### config.mk
export PLATFORM = sky130hd
export DESIGN_NAME = small_matrix_add_sub_mul
export DESIGN_NICKNAME = d
export VERILOG_FILES = /design/src/rtl/smas_pkg.sv /design/src/rtl/smas_ram.sv /design/src/rtl/smas_lane.sv /design/src/rtl/smas_merge.sv /design/src/rtl/small_matrix_add_sub_mul.sv
export VERILOG_INCLUDE_DIRS = /design/src /design/src/rtl
export SDC_FILE = /design/constraint.sdc
export NUM_CORES = 2
export LEC_CHECK = 0
export ABC_AREA = 1
export BUFFER_PORTS_ARGS = -buffer_cell sky130_fd_sc_hd__buf_2
export CAP_MARGIN = 0
export CORE_AREA = 2 2 277 483
export CTS_BUF_LIST = sky130_fd_sc_hd__clkbuf_4
export DETAILED_ROUTE_END_ITERATION = 12
export DIE_AREA = 0 0 279 485
export HOLD_SLACK_MARGIN = 0.15
export PLACE_DENSITY = 0.59
export RECOVER_POWER = 25
export SLEW_MARGIN = 5
export SYNTH_ARGS = -nofsm -noshare
export SYNTH_HDL_FRONTEND = slang
export SYNTH_SLANG_ARGS = --single-unit
### constraint.sdc
create_clock -name clk -period 8.6 [get_ports clk]
set_input_delay 1.72 -clock clk [delete_from_list [all_inputs] [get_ports clk]]
set_output_delay 1.72 -clock clk [all_outputs]
set_load 0.02 [all_outputs]
### src/rtl/small_matrix_add_sub_mul_macros.svh
// Assertion helpers used by the RTL
`ifndef SMALL_MATRIX_ADD_SUB_MUL_MACROS_SVH
`define SMALL_MATRIX_ADD_SUB_MUL_MACROS_SVH

// same-cycle implication, clocked on clk, off during reset
`define SMAS_ASSERT_NOW(label, ante, cons, msg) \
  label: assert property (@(posedge clk) disable iff (!rst_n) (ante) |-> (cons)) \
    else $error(msg);

// next-cycle implication, clocked on clk, off during reset
`define SMAS_ASSERT_NEXT(label, ante, cons, msg) \
  label: assert property (@(posedge clk) disable iff (!rst_n) (ante) |=> (cons)) \
    else $error(msg);

`endif

### src/rtl/smas_pkg.sv
`default_nettype none
package smas_pkg;

  // matrix size default
  localparam int DIM_DEFAULT = 3;

  // field widths
  localparam int ELEM_W  = 16;
  localparam int PROD_W  = 32;
  localparam int VALUE_W = 33;
  localparam int IDX_W   = 2;
  localparam int MODE_W  = 2;

  // op_mode codes; the unused code behaves as add
  localparam logic [MODE_W-1:0] OP_ADD = 2'd0;
  localparam logic [MODE_W-1:0] OP_SUB = 2'd1;
  localparam logic [MODE_W-1:0] OP_MUL = 2'd2;

  // sequencer states
  typedef enum logic {
    ST_LOAD,
    ST_EMIT
  } state_t;

  // per-lane control from the sequencer
  typedef struct packed {
    logic wr;   // an input word is written this cycle
    logic adv;  // pipeline advances this cycle
  } lane_ctrl_t;

endpackage
`default_nettype wire

### src/rtl/smas_ram.sv
`default_nettype none
module smas_ram #(
  parameter int WIDTH = 16,
  parameter int DEPTH = 3
) (
  input  wire logic                     clk,
  input  wire logic                     we,
  input  wire logic [$clog2(DEPTH)-1:0] waddr,
  input  wire logic [WIDTH-1:0]         wdata,
  input  wire logic                     re,
  input  wire logic [$clog2(DEPTH)-1:0] raddr,
  output      logic [WIDTH-1:0]         rdata
);

  logic [WIDTH-1:0] mem [DEPTH];
  logic [WIDTH-1:0] rdata_r;

  // one write port, one registered read port
  always_ff @(posedge clk) begin
    if (we) begin
      mem[waddr] <= wdata;
    end
    if (re) begin
      rdata_r <= mem[raddr];
    end
  end

  assign rdata = rdata_r;

endmodule
`default_nettype wire

### src/rtl/smas_lane.sv
`default_nettype none
// One lane k: holds column k of A and row k of B, forms A[r][k] * B[k][c].
module smas_lane #(
  parameter int DIM  = smas_pkg::DIM_DEFAULT,
  parameter int LANE = 0
) (
  input  wire logic                              clk,
  input  wire smas_pkg::lane_ctrl_t              ctrl,
  input  wire logic [$clog2(DIM)-1:0]            ld_row,
  input  wire logic [$clog2(DIM)-1:0]            ld_col,
  input  wire logic [smas_pkg::ELEM_W-1:0]       a_elem,
  input  wire logic [smas_pkg::ELEM_W-1:0]       b_elem,
  input  wire logic [$clog2(DIM)-1:0]            rd_row,
  input  wire logic [$clog2(DIM)-1:0]            rd_col,
  output      logic signed [smas_pkg::ELEM_W-1:0] a_r,
  output      logic signed [smas_pkg::ELEM_W-1:0] b_r,
  output      logic signed [smas_pkg::PROD_W-1:0] prod_r
);

  localparam int IW = $clog2(DIM);
  localparam logic [IW-1:0] MY_IDX = IW'(LANE);

  logic                        we_a;
  logic                        we_b;
  logic [smas_pkg::ELEM_W-1:0] a_q;
  logic [smas_pkg::ELEM_W-1:0] b_q;

  // A[row][col] lands in lane col at address row; B[row][col] in lane row at col
  assign we_a = ctrl.wr && (ld_col == MY_IDX);
  assign we_b = ctrl.wr && (ld_row == MY_IDX);

  smas_ram #(.WIDTH(smas_pkg::ELEM_W), .DEPTH(DIM)) u_ram_a (
    .clk   (clk),
    .we    (we_a),
    .waddr (ld_row),
    .wdata (a_elem),
    .re    (ctrl.adv),
    .raddr (rd_row),
    .rdata (a_q)
  );

  smas_ram #(.WIDTH(smas_pkg::ELEM_W), .DEPTH(DIM)) u_ram_b (
    .clk   (clk),
    .we    (we_b),
    .waddr (ld_col),
    .wdata (b_elem),
    .re    (ctrl.adv),
    .raddr (rd_col),
    .rdata (b_q)
  );

  // product stage; operands kept for the element-wise modes
  always_ff @(posedge clk) begin
    if (ctrl.adv) begin
      a_r    <= $signed(a_q);
      b_r    <= $signed(b_q);
      prod_r <= $signed(a_q) * $signed(b_q);
    end
  end

endmodule
`default_nettype wire

### src/rtl/smas_merge.sv
`default_nettype none
// Combines the lanes: sum of products, or one A and one B element.
module smas_merge #(
  parameter int DIM = smas_pkg::DIM_DEFAULT
) (
  input  wire logic                               clk,
  input  wire logic                               adv,
  input  wire logic [smas_pkg::MODE_W-1:0]        mode,
  input  wire logic [$clog2(DIM)-1:0]             row,
  input  wire logic [$clog2(DIM)-1:0]             col,
  input  wire logic signed [smas_pkg::ELEM_W-1:0] lane_a [DIM],
  input  wire logic signed [smas_pkg::ELEM_W-1:0] lane_b [DIM],
  input  wire logic signed [smas_pkg::PROD_W-1:0] lane_p [DIM],
  output      logic [smas_pkg::VALUE_W-1:0]       value_r
);

  logic signed [smas_pkg::VALUE_W-1:0] dot;
  logic signed [smas_pkg::VALUE_W-1:0] a_ext;
  logic signed [smas_pkg::VALUE_W-1:0] b_ext;
  logic [smas_pkg::VALUE_W-1:0]        value_nxt;

  // sum of the lane products, wraps modulo 2^33
  always_comb begin
    dot = '0;
    for (int k = 0; k < DIM; k++) begin
      dot = dot + smas_pkg::VALUE_W'(lane_p[k]);
    end
  end

  // A[r][c] sits in lane c, B[r][c] in lane r
  assign a_ext = smas_pkg::VALUE_W'(lane_a[col]);
  assign b_ext = smas_pkg::VALUE_W'(lane_b[row]);

  always_comb begin
    case (mode)
      smas_pkg::OP_MUL: value_nxt = dot;
      smas_pkg::OP_SUB: value_nxt = a_ext - b_ext;
      default:          value_nxt = a_ext + b_ext;
    endcase
  end

  always_ff @(posedge clk) begin
    if (adv) begin
      value_r <= value_nxt;
    end
  end

endmodule
`default_nettype wire

### src/rtl/small_matrix_add_sub_mul.sv
// Loading: one element pair per cycle; DIM*DIM words load both matrices.
// After the completing word, DIM*DIM results leave one per cycle; the first is
// valid after lane RAM read, lane multiply and merge. Input is held off
// while the DIM*DIM results are issued; output stalls freeze the whole pipeline.
// Reset (rst_n low, synchronous) clears the load position, the sequencer,
// the valid flags and op_mode; matrix RAMs are not cleared.
`default_nettype none
`include "small_matrix_add_sub_mul_macros.svh"
module small_matrix_add_sub_mul #(
  parameter int DIM = smas_pkg::DIM_DEFAULT
) (
  input  wire logic        clk,
  input  wire logic        rst_n,
  // configuration: op_mode
  input  wire logic        cfg_valid,
  output      logic        cfg_ready,
  input  wire logic [1:0]  cfg_data,
  // input words
  input  wire logic        in_tvalid,
  output      logic        in_tready,
  input  wire logic [31:0] in_tdata,   // a_elem[15:0], b_elem[31:16]
  // result words
  output      logic        out_tvalid,
  input  wire logic        out_tready,
  output      logic [39:0] out_tdata,  // result_value[32:0], result_row[34:33],
                                       // result_col[36:35], zero pad[39:37]
  output      logic        out_tlast   // result_last
);

  localparam int IW = $clog2(DIM);
  localparam logic [IW-1:0] LAST_IDX = IW'(DIM - 1);

  smas_pkg::state_t state_r, state_nxt;
  smas_pkg::lane_ctrl_t ctrl;

  logic [smas_pkg::MODE_W-1:0] op_mode_r;
  logic [smas_pkg::MODE_W-1:0] mode_r;
  logic [IW-1:0] ld_row_r, ld_col_r;
  logic [IW-1:0] is_row_r, is_col_r;

  logic in_fire;
  logic load_done;
  logic issue_last;
  logic adv;
  logic issue;

  // pipeline stage 1 (RAM read) and stage 2 (lane products)
  logic                        v1_r, v2_r;
  logic [IW-1:0]               row1_r, col1_r, row2_r, col2_r;
  logic [smas_pkg::MODE_W-1:0] mode1_r, mode2_r;
  logic                        last1_r, last2_r;

  // output register
  logic                         out_tvalid_r;
  logic                         out_tlast_r;
  logic [IW-1:0]                out_row_r, out_col_r;
  logic [smas_pkg::VALUE_W-1:0] value_r;
  logic [IW+1:0]                row_ext, col_ext;

  logic signed [smas_pkg::ELEM_W-1:0] lane_a [DIM];
  logic signed [smas_pkg::ELEM_W-1:0] lane_b [DIM];
  logic signed [smas_pkg::PROD_W-1:0] lane_p [DIM];

  assign in_fire    = in_tvalid && in_tready;
  assign load_done  = in_fire && (ld_row_r == LAST_IDX) && (ld_col_r == LAST_IDX);
  assign issue_last = (is_row_r == LAST_IDX) && (is_col_r == LAST_IDX);
  assign adv        = !out_tvalid_r || out_tready;

  // configuration register
  assign cfg_ready = 1'b1;
  always_ff @(posedge clk) begin
    if (!rst_n) begin
      op_mode_r <= smas_pkg::OP_ADD;
    end else if (cfg_valid) begin
      op_mode_r <= cfg_data;
    end
  end

  // sequencer next state
  always_comb begin
    state_nxt = state_r;
    case (state_r)
      smas_pkg::ST_LOAD: begin
        if (load_done) state_nxt = smas_pkg::ST_EMIT;
      end
      smas_pkg::ST_EMIT: begin
        if (issue && issue_last) state_nxt = smas_pkg::ST_LOAD;
      end
      default: state_nxt = smas_pkg::ST_LOAD;
    endcase
  end

  // sequencer outputs
  always_comb begin
    in_tready = 1'b0;
    issue     = 1'b0;
    case (state_r)
      smas_pkg::ST_LOAD: in_tready = 1'b1;
      smas_pkg::ST_EMIT: issue     = adv;
      default: begin
        in_tready = 1'b0;
        issue     = 1'b0;
      end
    endcase
  end

  always_ff @(posedge clk) begin
    if (!rst_n) begin
      state_r <= smas_pkg::ST_LOAD;
    end else begin
      state_r <= state_nxt;
    end
  end

  // load position and issue position, row-major
  always_ff @(posedge clk) begin
    if (!rst_n) begin
      ld_row_r <= '0;
      ld_col_r <= '0;
      is_row_r <= '0;
      is_col_r <= '0;
    end else begin
      if (in_fire) begin
        if (ld_col_r == LAST_IDX) begin
          ld_col_r <= '0;
          ld_row_r <= (ld_row_r == LAST_IDX) ? '0 : ld_row_r + 1'b1;
        end else begin
          ld_col_r <= ld_col_r + 1'b1;
        end
      end
      if (issue) begin
        if (is_col_r == LAST_IDX) begin
          is_col_r <= '0;
          is_row_r <= (is_row_r == LAST_IDX) ? '0 : is_row_r + 1'b1;
        end else begin
          is_col_r <= is_col_r + 1'b1;
        end
      end
    end
  end

  // mode is taken on the completing word
  always_ff @(posedge clk) begin
    if (load_done) begin
      mode_r <= op_mode_r;
    end
  end

  // pipeline valid flags
  always_ff @(posedge clk) begin
    if (!rst_n) begin
      v1_r         <= 1'b0;
      v2_r         <= 1'b0;
      out_tvalid_r <= 1'b0;
    end else if (adv) begin
      v1_r         <= issue;
      v2_r         <= v1_r;
      out_tvalid_r <= v2_r;
    end
  end

  // pipeline tags
  always_ff @(posedge clk) begin
    if (adv) begin
      row1_r      <= is_row_r;
      col1_r      <= is_col_r;
      mode1_r     <= mode_r;
      last1_r     <= issue_last;
      row2_r      <= row1_r;
      col2_r      <= col1_r;
      mode2_r     <= mode1_r;
      last2_r     <= last1_r;
      out_row_r   <= row2_r;
      out_col_r   <= col2_r;
      out_tlast_r <= last2_r;
    end
  end

  assign ctrl.wr  = in_fire;
  assign ctrl.adv = adv;

  // one lane per inner-product term
  for (genvar k = 0; k < DIM; k++) begin : g_lane
    smas_lane #(.DIM(DIM), .LANE(k)) u_lane (
      .clk    (clk),
      .ctrl   (ctrl),
      .ld_row (ld_row_r),
      .ld_col (ld_col_r),
      .a_elem (in_tdata[15:0]),
      .b_elem (in_tdata[31:16]),
      .rd_row (is_row_r),
      .rd_col (is_col_r),
      .a_r    (lane_a[k]),
      .b_r    (lane_b[k]),
      .prod_r (lane_p[k])
    );
  end

  smas_merge #(.DIM(DIM)) u_merge (
    .clk     (clk),
    .adv     (adv),
    .mode    (mode2_r),
    .row     (row2_r),
    .col     (col2_r),
    .lane_a  (lane_a),
    .lane_b  (lane_b),
    .lane_p  (lane_p),
    .value_r (value_r)
  );

  // row and column keep their low two bits
  assign row_ext = {2'b00, out_row_r};
  assign col_ext = {2'b00, out_col_r};

  assign out_tvalid = out_tvalid_r;
  assign out_tlast  = out_tlast_r;
  assign out_tdata  = {3'b000, col_ext[smas_pkg::IDX_W-1:0],
                       row_ext[smas_pkg::IDX_W-1:0], value_r};

  // checks
  `SMAS_ASSERT_NEXT(a_emit_start, load_done,
    (state_r == smas_pkg::ST_EMIT) && (is_row_r == '0) && (is_col_r == '0),
    "emit did not start at element zero")
  `SMAS_ASSERT_NEXT(a_stall_holds, out_tvalid && !out_tready,
    $stable(v1_r) && $stable(v2_r) && $stable(is_row_r) && $stable(is_col_r),
    "pipeline moved during output stall")
  `SMAS_ASSERT_NOW(a_last_pos, out_tvalid && out_tlast,
    (out_row_r == LAST_IDX) && (out_col_r == LAST_IDX),
    "last marker away from final element")
  `SMAS_ASSERT_NOW(a_no_load_in_emit, issue, !in_fire,
    "input accepted while results are issued")

endmodule
`default_nettype wire
* After elaboration in Yosys (flattened, before gate mapping)
Memory sizes are Yosys's and may differ from the RTL's. A register that Yosys moved wholly into a read port is not among the register bits.
Cells that the tools add are included.
** Word-level totals
- Bits in registers :: 260
- RAM bits :: 288
- Input bits :: 39
- Word-level logic and storage cells :: 105
- Memories :: 6
** Operators by class
- $add $sub $neg :: 8
- Multiply operators :: 3
- $lt $le $gt $ge :: 2
- Eq/ne operators :: 8
- Multiplexer cells :: 28
- Bitwise logic cells :: 3
- Reductions and logical operators :: 16
** Memories
- g_lane[0].u_lane.u_ram_a.mem :: words 3, width 16, rd ports 1, clocked after memory_dff 1, wr ports 1, RTL line smas_ram.sv:15 : logic [WIDTH-1:0] mem [DEPTH];
- g_lane[0].u_lane.u_ram_b.mem :: words 3, width 16, rd ports 1, clocked after memory_dff 1, wr ports 1, RTL line smas_ram.sv:15
- g_lane[1].u_lane.u_ram_a.mem :: words 3, width 16, rd ports 1, clocked after memory_dff 1, wr ports 1, RTL line smas_ram.sv:15
- g_lane[1].u_lane.u_ram_b.mem :: words 3, width 16, rd ports 1, clocked after memory_dff 1, wr ports 1, RTL line smas_ram.sv:15
- g_lane[2].u_lane.u_ram_a.mem :: words 3, width 16, rd ports 1, clocked after memory_dff 1, wr ports 1, RTL line smas_ram.sv:15
- g_lane[2].u_lane.u_ram_b.mem :: words 3, width 16, rd ports 1, clocked after memory_dff 1, wr ports 1, RTL line smas_ram.sv:15
** Operator list (number)
- $mul A16 B16 Y32 :: 3
- $pmux W33 S2 :: 1
- $bmux W16 S2 :: 2
- $mux W16 :: 4
- $add A32 B32 Y33 :: 1
- $add A33 B32 Y33 :: 1
- $add A16 B16 Y17 :: 1
- $sub A16 B16 Y17 :: 1
- $mux W1 :: 16
- $eq A2 B2 Y1 const B :: 5
- $logic_and A1 B1 Y1 :: 10
- $add A2 B1 Y2 const B :: 4
- $mux W2 :: 4
- $eq A2 B1 Y1 const B :: 3
- $ge A3 B3 Y1 const B :: 2
- $not A2 Y3 :: 2
- $logic_not A2 Y1 :: 2
- $reduce_and A2 Y1 :: 2
- $pmux W1 S2 :: 1
- $logic_not A1 Y1 :: 1
- $logic_or A1 B1 Y1 :: 1
- $not A1 Y1 :: 1

* Logic depth before layout (Yosys ltp)
- Word-level depth :: 6
- Depth in mapped cells :: 27
- Mapped depth without buffers :: 25

* Cells and area by module
Synthesis repeated with hierarchy kept, for this count alone.
** Unflattened totals
- Cells, all modules :: 7105
- Area total of the unflattened synthesis :: 61808.0 um^2
** By module, submodules not included
- smas_ram :: instances 6, cells an instance 189, area an instance 2452.4 um^2, sequential area each 1921.8 um^2
- smas_lane at g_lane[0].u_lane :: instances 1, cells an instance 1584, area an instance 12933.7 um^2, sequential area each 1921.8 um^2
- smas_lane at g_lane[2].u_lane :: instances 1, cells an instance 1554, area an instance 12876.1 um^2, sequential area each 1921.8 um^2
- smas_lane at g_lane[1].u_lane :: instances 1, cells an instance 1549, area an instance 12809.8 um^2, sequential area each 1921.8 um^2
- smas_merge :: instances 1, cells an instance 1173, area an instance 7178.1 um^2, sequential area each 991.0 um^2
- small_matrix_add_sub_mul :: instances 1, cells an instance 111, area an instance 1296.2 um^2, sequential area each 910.9 um^2

* Worst setup path before layout
OpenSTA, ideal clock, no wires.
- Path type :: input to register
- From :: in out_tready
- To :: reg col1_r[0], enable pin
- Setup time :: 0.692 ns
- Data arrival time :: 8.395 ns
- Data required time :: 7.908 ns
- Setup slack :: -0.487 ns
- Stages :: 2
- Path through :: nor2_1 inv_1
** Between the ends
- Longest elaborated chain between the ends :: 1
** RTL lines
- start: declaration :: RTL line small_matrix_add_sub_mul.sv:24 : input wire logic out_tready,
- $logic_or A1 B1 Y1 :: RTL line small_matrix_add_sub_mul.sv:67 : assign adv = !out_tvalid_r || out_tready;
- end signal: assignment :: RTL line small_matrix_add_sub_mul.sv:166 : col1_r <= is_col_r;
- end: declaration :: RTL line small_matrix_add_sub_mul.sv:49 : logic [IW-1:0] row1_r, col1_r, row2_r, col2_r;
Every way passes these cells.
A chain may end at the register's enable or synchronous reset.

* Worst setup path after layout
- From :: reg g_lane[1].u_lane.u_ram_b.rdata_r[10], read port of g_lane[1].u_lane.u_ram_b.mem
- To :: reg g_lane[1].u_lane.prod_r[19] in the netlist's numbering, data pin
** Between the ends
- Longest elaborated chain between the ends :: 1
** RTL lines
- start: declaration :: RTL line smas_ram.sv:16 : logic [WIDTH-1:0] rdata_r;
- $mul A16 B16 Y32 :: RTL line smas_lane.sv:57 : prod_r <= $signed(a_q) * $signed(b_q);
- end signal: assignment :: RTL line smas_lane.sv:57
- end: declaration :: RTL line smas_lane.sv:17 : output logic signed [smas_pkg::PROD_W-1:0] prod_r
Every way passes these cells.

==> run_results.csv <==
group,metric,value,unit
outcome,outcome,"complete, but fails checks",
outcome,violations,"capacitance limit, slew limit",
critical_path,worstReg2RegStart,"g_lane[1].u_lane.u_ram_b.rdata[10]",
clock_network,cts_buffers,154,
run,cap_violations,3,
power_and_ir_drop,powerDensity,428,nW/um^2
critical_path,path_max_fanout,17,
clock_network,ctsResizeCount,0,
yosys,yosys_most_used_dff,"edfxtp_1",
global_route,track_usage,0.275,
sta,report.final.slew_viol_count,54,
detailed_routing,drt_pre_antenna_iters,5,
global_route,grt_pass1_wl,273000,um
yosys,synth.largest_area_cell,"edfxtp_1",
yosys,synth.top_cells.by_count,"inv_1 (1474), nand2_1 (1385), fa_1 (821)",
worst_hold_path,hold_depth,0,
sta,clock_skew,0.103,ns
worst_hold_path,worstHoldStart,"mode_r[1]",
clock_network,cts_max_level,4,
sta,rsz0062_at_grt,"no",
sta,hold_viol_final,0,
yosys,synth_area_per_cell,9.38,sq um
detailed_routing,wl_per_cell,22.6,um
yosys,netlist_instances,6258,
sta,tightest_slew,1.75,ns
clock_network,post_cts_buffers,0,
global_route,grt_pass1_vias,45100,
critical_path,r2r_slack,1.47,ns
clock_network,hold_buffers,0,
power_and_ir_drop,combPwrFrac,0.719,
place,numPortBuffers,78,
yosys,synthArstFlopShare,0,
floorplanning,core_area,131000,sq um
critical_path,critical-path-top-delay-family,"adder cells",
detailed_routing,viasPerCell,5.22,
critical_path,crit_arrival,7.93,ns
yosys,ys_seq_elements,644,
detailed_routing,totalWireLength,183000,um
critical_path,reg2reg_depth,17,
sta,setup_slack,1.47,ns
yosys,yosys.cell_types.count,52,
yosys,synthTopCellsByArea,"edfxtp_1 (32%), fa_1 (28%), inv_1 (9.4%), nand2_1 (8.9%), ha_1 (6.6%)",
detailed_routing,dr_total_vias,42300,
critical_path,max_stage_delay,0.96,ns
final_layout,fillers,12500,
floorplanning,rows,176,
yosys,synth_edf_count,630,
sta,relSlewSlack,-0.168,
critical_path,crit_required,9.40,ns
floorplanning,ios,83,
floorplanning,die_h,485,um
sta,setup_tns,0,ns
clock_network,cts_tree,"yes",
final_layout,nets,7463,
clock_network,clock-root-buffer,"clkbuf_4",
critical_path,crit_buf_inv,4,
detailed_routing,drtAntennaViolNets,0,
floorplanning,dieArea,135000,sq um
yosys,yosysMostFrequentCell,"inv_1",
floorplanning,floorplan.initialDensity,0.447,
final_layout,area_delta_synth_final,6.47,%
clock_network,clock_path_buffers,3,
worst_hold_path,hold_end,"mode1_r[1]",
power_and_ir_drop,p_leak,0.0312,uW
critical_path,end_kind,"flip-flop",
sta,period_minus_slack,7.13,ns
sta,period_share,0.829,
yosys,syn_area,58700,sq um
floorplanning,die_x,279,um
global_route,grt-ovfl-total,0,
sta,max_freq,140,MHz
power_and_ir_drop,p_seq_frac,0.185,
power_and_ir_drop,clock_power_share,0.096,
global_route,grt_max_degree,151,
yosys,synth_top_area_share,0.322,
worst_hold_path,min_path_type,"flip-flop to flip-flop",
power_and_ir_drop,swShare,0.540,
place,post-place-ws,1.83,ns
power_and_ir_drop,peakVddDrop,0.000566,V
clock_network,clock_latency,1.17,ns
yosys,synth-seq-area-share,0.327,
global_route,antenna_found_initial,16,
sta,setup-violations-final,0,
place,dpl.hpwl,145000,um
critical_path,crit_top_cell,"fa_1",
power_and_ir_drop,switchingPower,14400,uW
detailed_routing,drc_errors,0,
power_and_ir_drop,intPower,12300,uW
critical_path,reg2reg_to,"g_lane[1].u_lane.prod_r[19]",
place,globalplace.congestion,0.986,
clock_network,clk_pin_slew,0.07,ns
critical_path,start_kind,"flip-flop",
yosys,synth_warnings,0,
clock_network,numClockSinks,644,
final_layout,drive_gt1_frac,0.0661,
detailed_routing,drtIter0Drc,2610,
critical_path,slowest_stage,"clkbuf_1",
critical_path,path_cells,"clkbuf_1 -> nand2_1 -> fa_1 -> inv_1 -> fa_1 -> fa_1 -> fa_1 -> fa_1 -> inv_1 -> fa_1 -> inv_1 -> ha_1 -> nand2_1 -> o21ai_0 -> o21bai_1 -> nor2_1 -> xnor2_1",
critical_path,crit_type,"flip-flop to flip-flop",
[kinds of logic after synthesis]
logic type | Yosys count | share of synthesized area
compound gates | 423 | 0.0410
other cells | 2 | 0.000128
xor+xnor | 111 | 0.0166
buf+inv | 1746 | 0.113
simple gates | 2200 | 0.156
flops | 644 | 0.327
fa+ha+maj | 1132 | 0.346
[layout make-up]
class,instances,area [sq um],share of cell area
clock buffers,203,1520,0.0244
diodes,8,20.0,0.000320
well taps,1691,2120,0.0339
clock inverters,65,403,0.00645
flip-flops and latches,644,19200,0.307
inverters,1484,5570,0.0892
repair buffers,138,787,0.0126
multi-input cells,3870,32900,0.526
[cells in the final DEF (no fill, tap or decap), types with 6 or more instances in the layout]
cell and count:
a21o_1 15, a21oi_1 183, a32oi_1 18, buf_2 45, buf_4 48, clkbuf_1 43, clkbuf_4 203, clkinv_1 40
clkinv_2 14, dfxtp_1 11, diode_2 8, edfxtp_1 630, fa_1 821, ha_1 311, inv_1 1473, nand2_1 1385
nand2_2 16, nand3_1 422, nand4_1 25, nor2_1 243, nor3_1 32, nor4_1 10, o211ai_1 11, o21ai_0 137
o21ai_1 14, o21bai_1 16, o31ai_1 6, or2_2 48, xnor2_1 47, xor2_1 64
[sequential cells by signal, summed over array words and instances (netlist names), 33 cells and up]
| name | flops |
|---|---|
| g_lane.u_lane.b_r | 48 |
| g_lane.u_lane.u_ram_a.mem | 144 |
| g_lane.u_lane.u_ram_b.mem | 144 |
| g_lane.u_lane.u_ram_b.rdata | 48 |
| g_lane.u_lane.a_r | 48 |
| u_merge.value_r | 33 |
| g_lane.u_lane.prod_r | 96 |
| g_lane.u_lane.u_ram_a.rdata | 48 |
[per-layer routing]
layer / share of wire / up-vias / GRT usage
met3: 0.049 / 582 / 0.0469
li1: - / 19300 / -
met2: 0.53 / 1366 / 0.503
met5: 0.00080 / - / 0
met4: 0.089 / 22 / 0.205
met1: 0.33 / 21100 / 0.278
[per-stage QoR]
| step | instance area (sq um) | cells | util | hold WS [ns] | power (uW) |
|---|---|---|---|---|---|
| final | 62500 | 8103 | 0.475 | 0.421 | 26700 |
| after global routing | 62500 | 8101 | 0.475 | 0.429 | 29300 |
| after CTS | 62600 | 8095 | 0.476 | 0.421 | 26900 |
| after detailed placement | 60600 | 7827 | 0.461 | 0.405 | 24200 |
| after global placement | 60600 | 7827 | 0.461 | 0.402 | 24200 |
| after floorplan | 58700 | 6260 | - | 0.400 | 18000 |
[power groups by stage]
stage | clock, uW | combinational (uW) | sequential (uW)
after CTS | 2640 | 19300 | 4950
after floorplan | 0 | 13300 | 4750
after global placement | 0 | 19100 | 5010
final | 2560 | 19200 | 4940
after detailed placement | 0 | 19200 | 5020
after global routing | 2780 | 21600 | 4950
[worst max-delay path by stage]
stage                                            start  slack, ns                          end  depth (start not counted)
finish              g_lane[1].u_lane.u_ram_b.rdata[10]       1.47  g_lane[1].u_lane.prod_r[19]                         17
detailed placement   g_lane[0].u_lane.u_ram_b.rdata[1]       1.83  g_lane[0].u_lane.prod_r[31]                         20
global placement    g_lane[1].u_lane.u_ram_a.rdata[14]       1.90  g_lane[1].u_lane.prod_r[19]                         16
CTS                  g_lane[0].u_lane.u_ram_b.rdata[1]       1.84  g_lane[0].u_lane.prod_r[31]                         20
floorplan                                   out_tready       0.98                    col1_r[0]                          2
global route        g_lane[1].u_lane.u_ram_b.rdata[10]       1.35  g_lane[1].u_lane.prod_r[19]                         17
(Power assumes the default switching activity.)
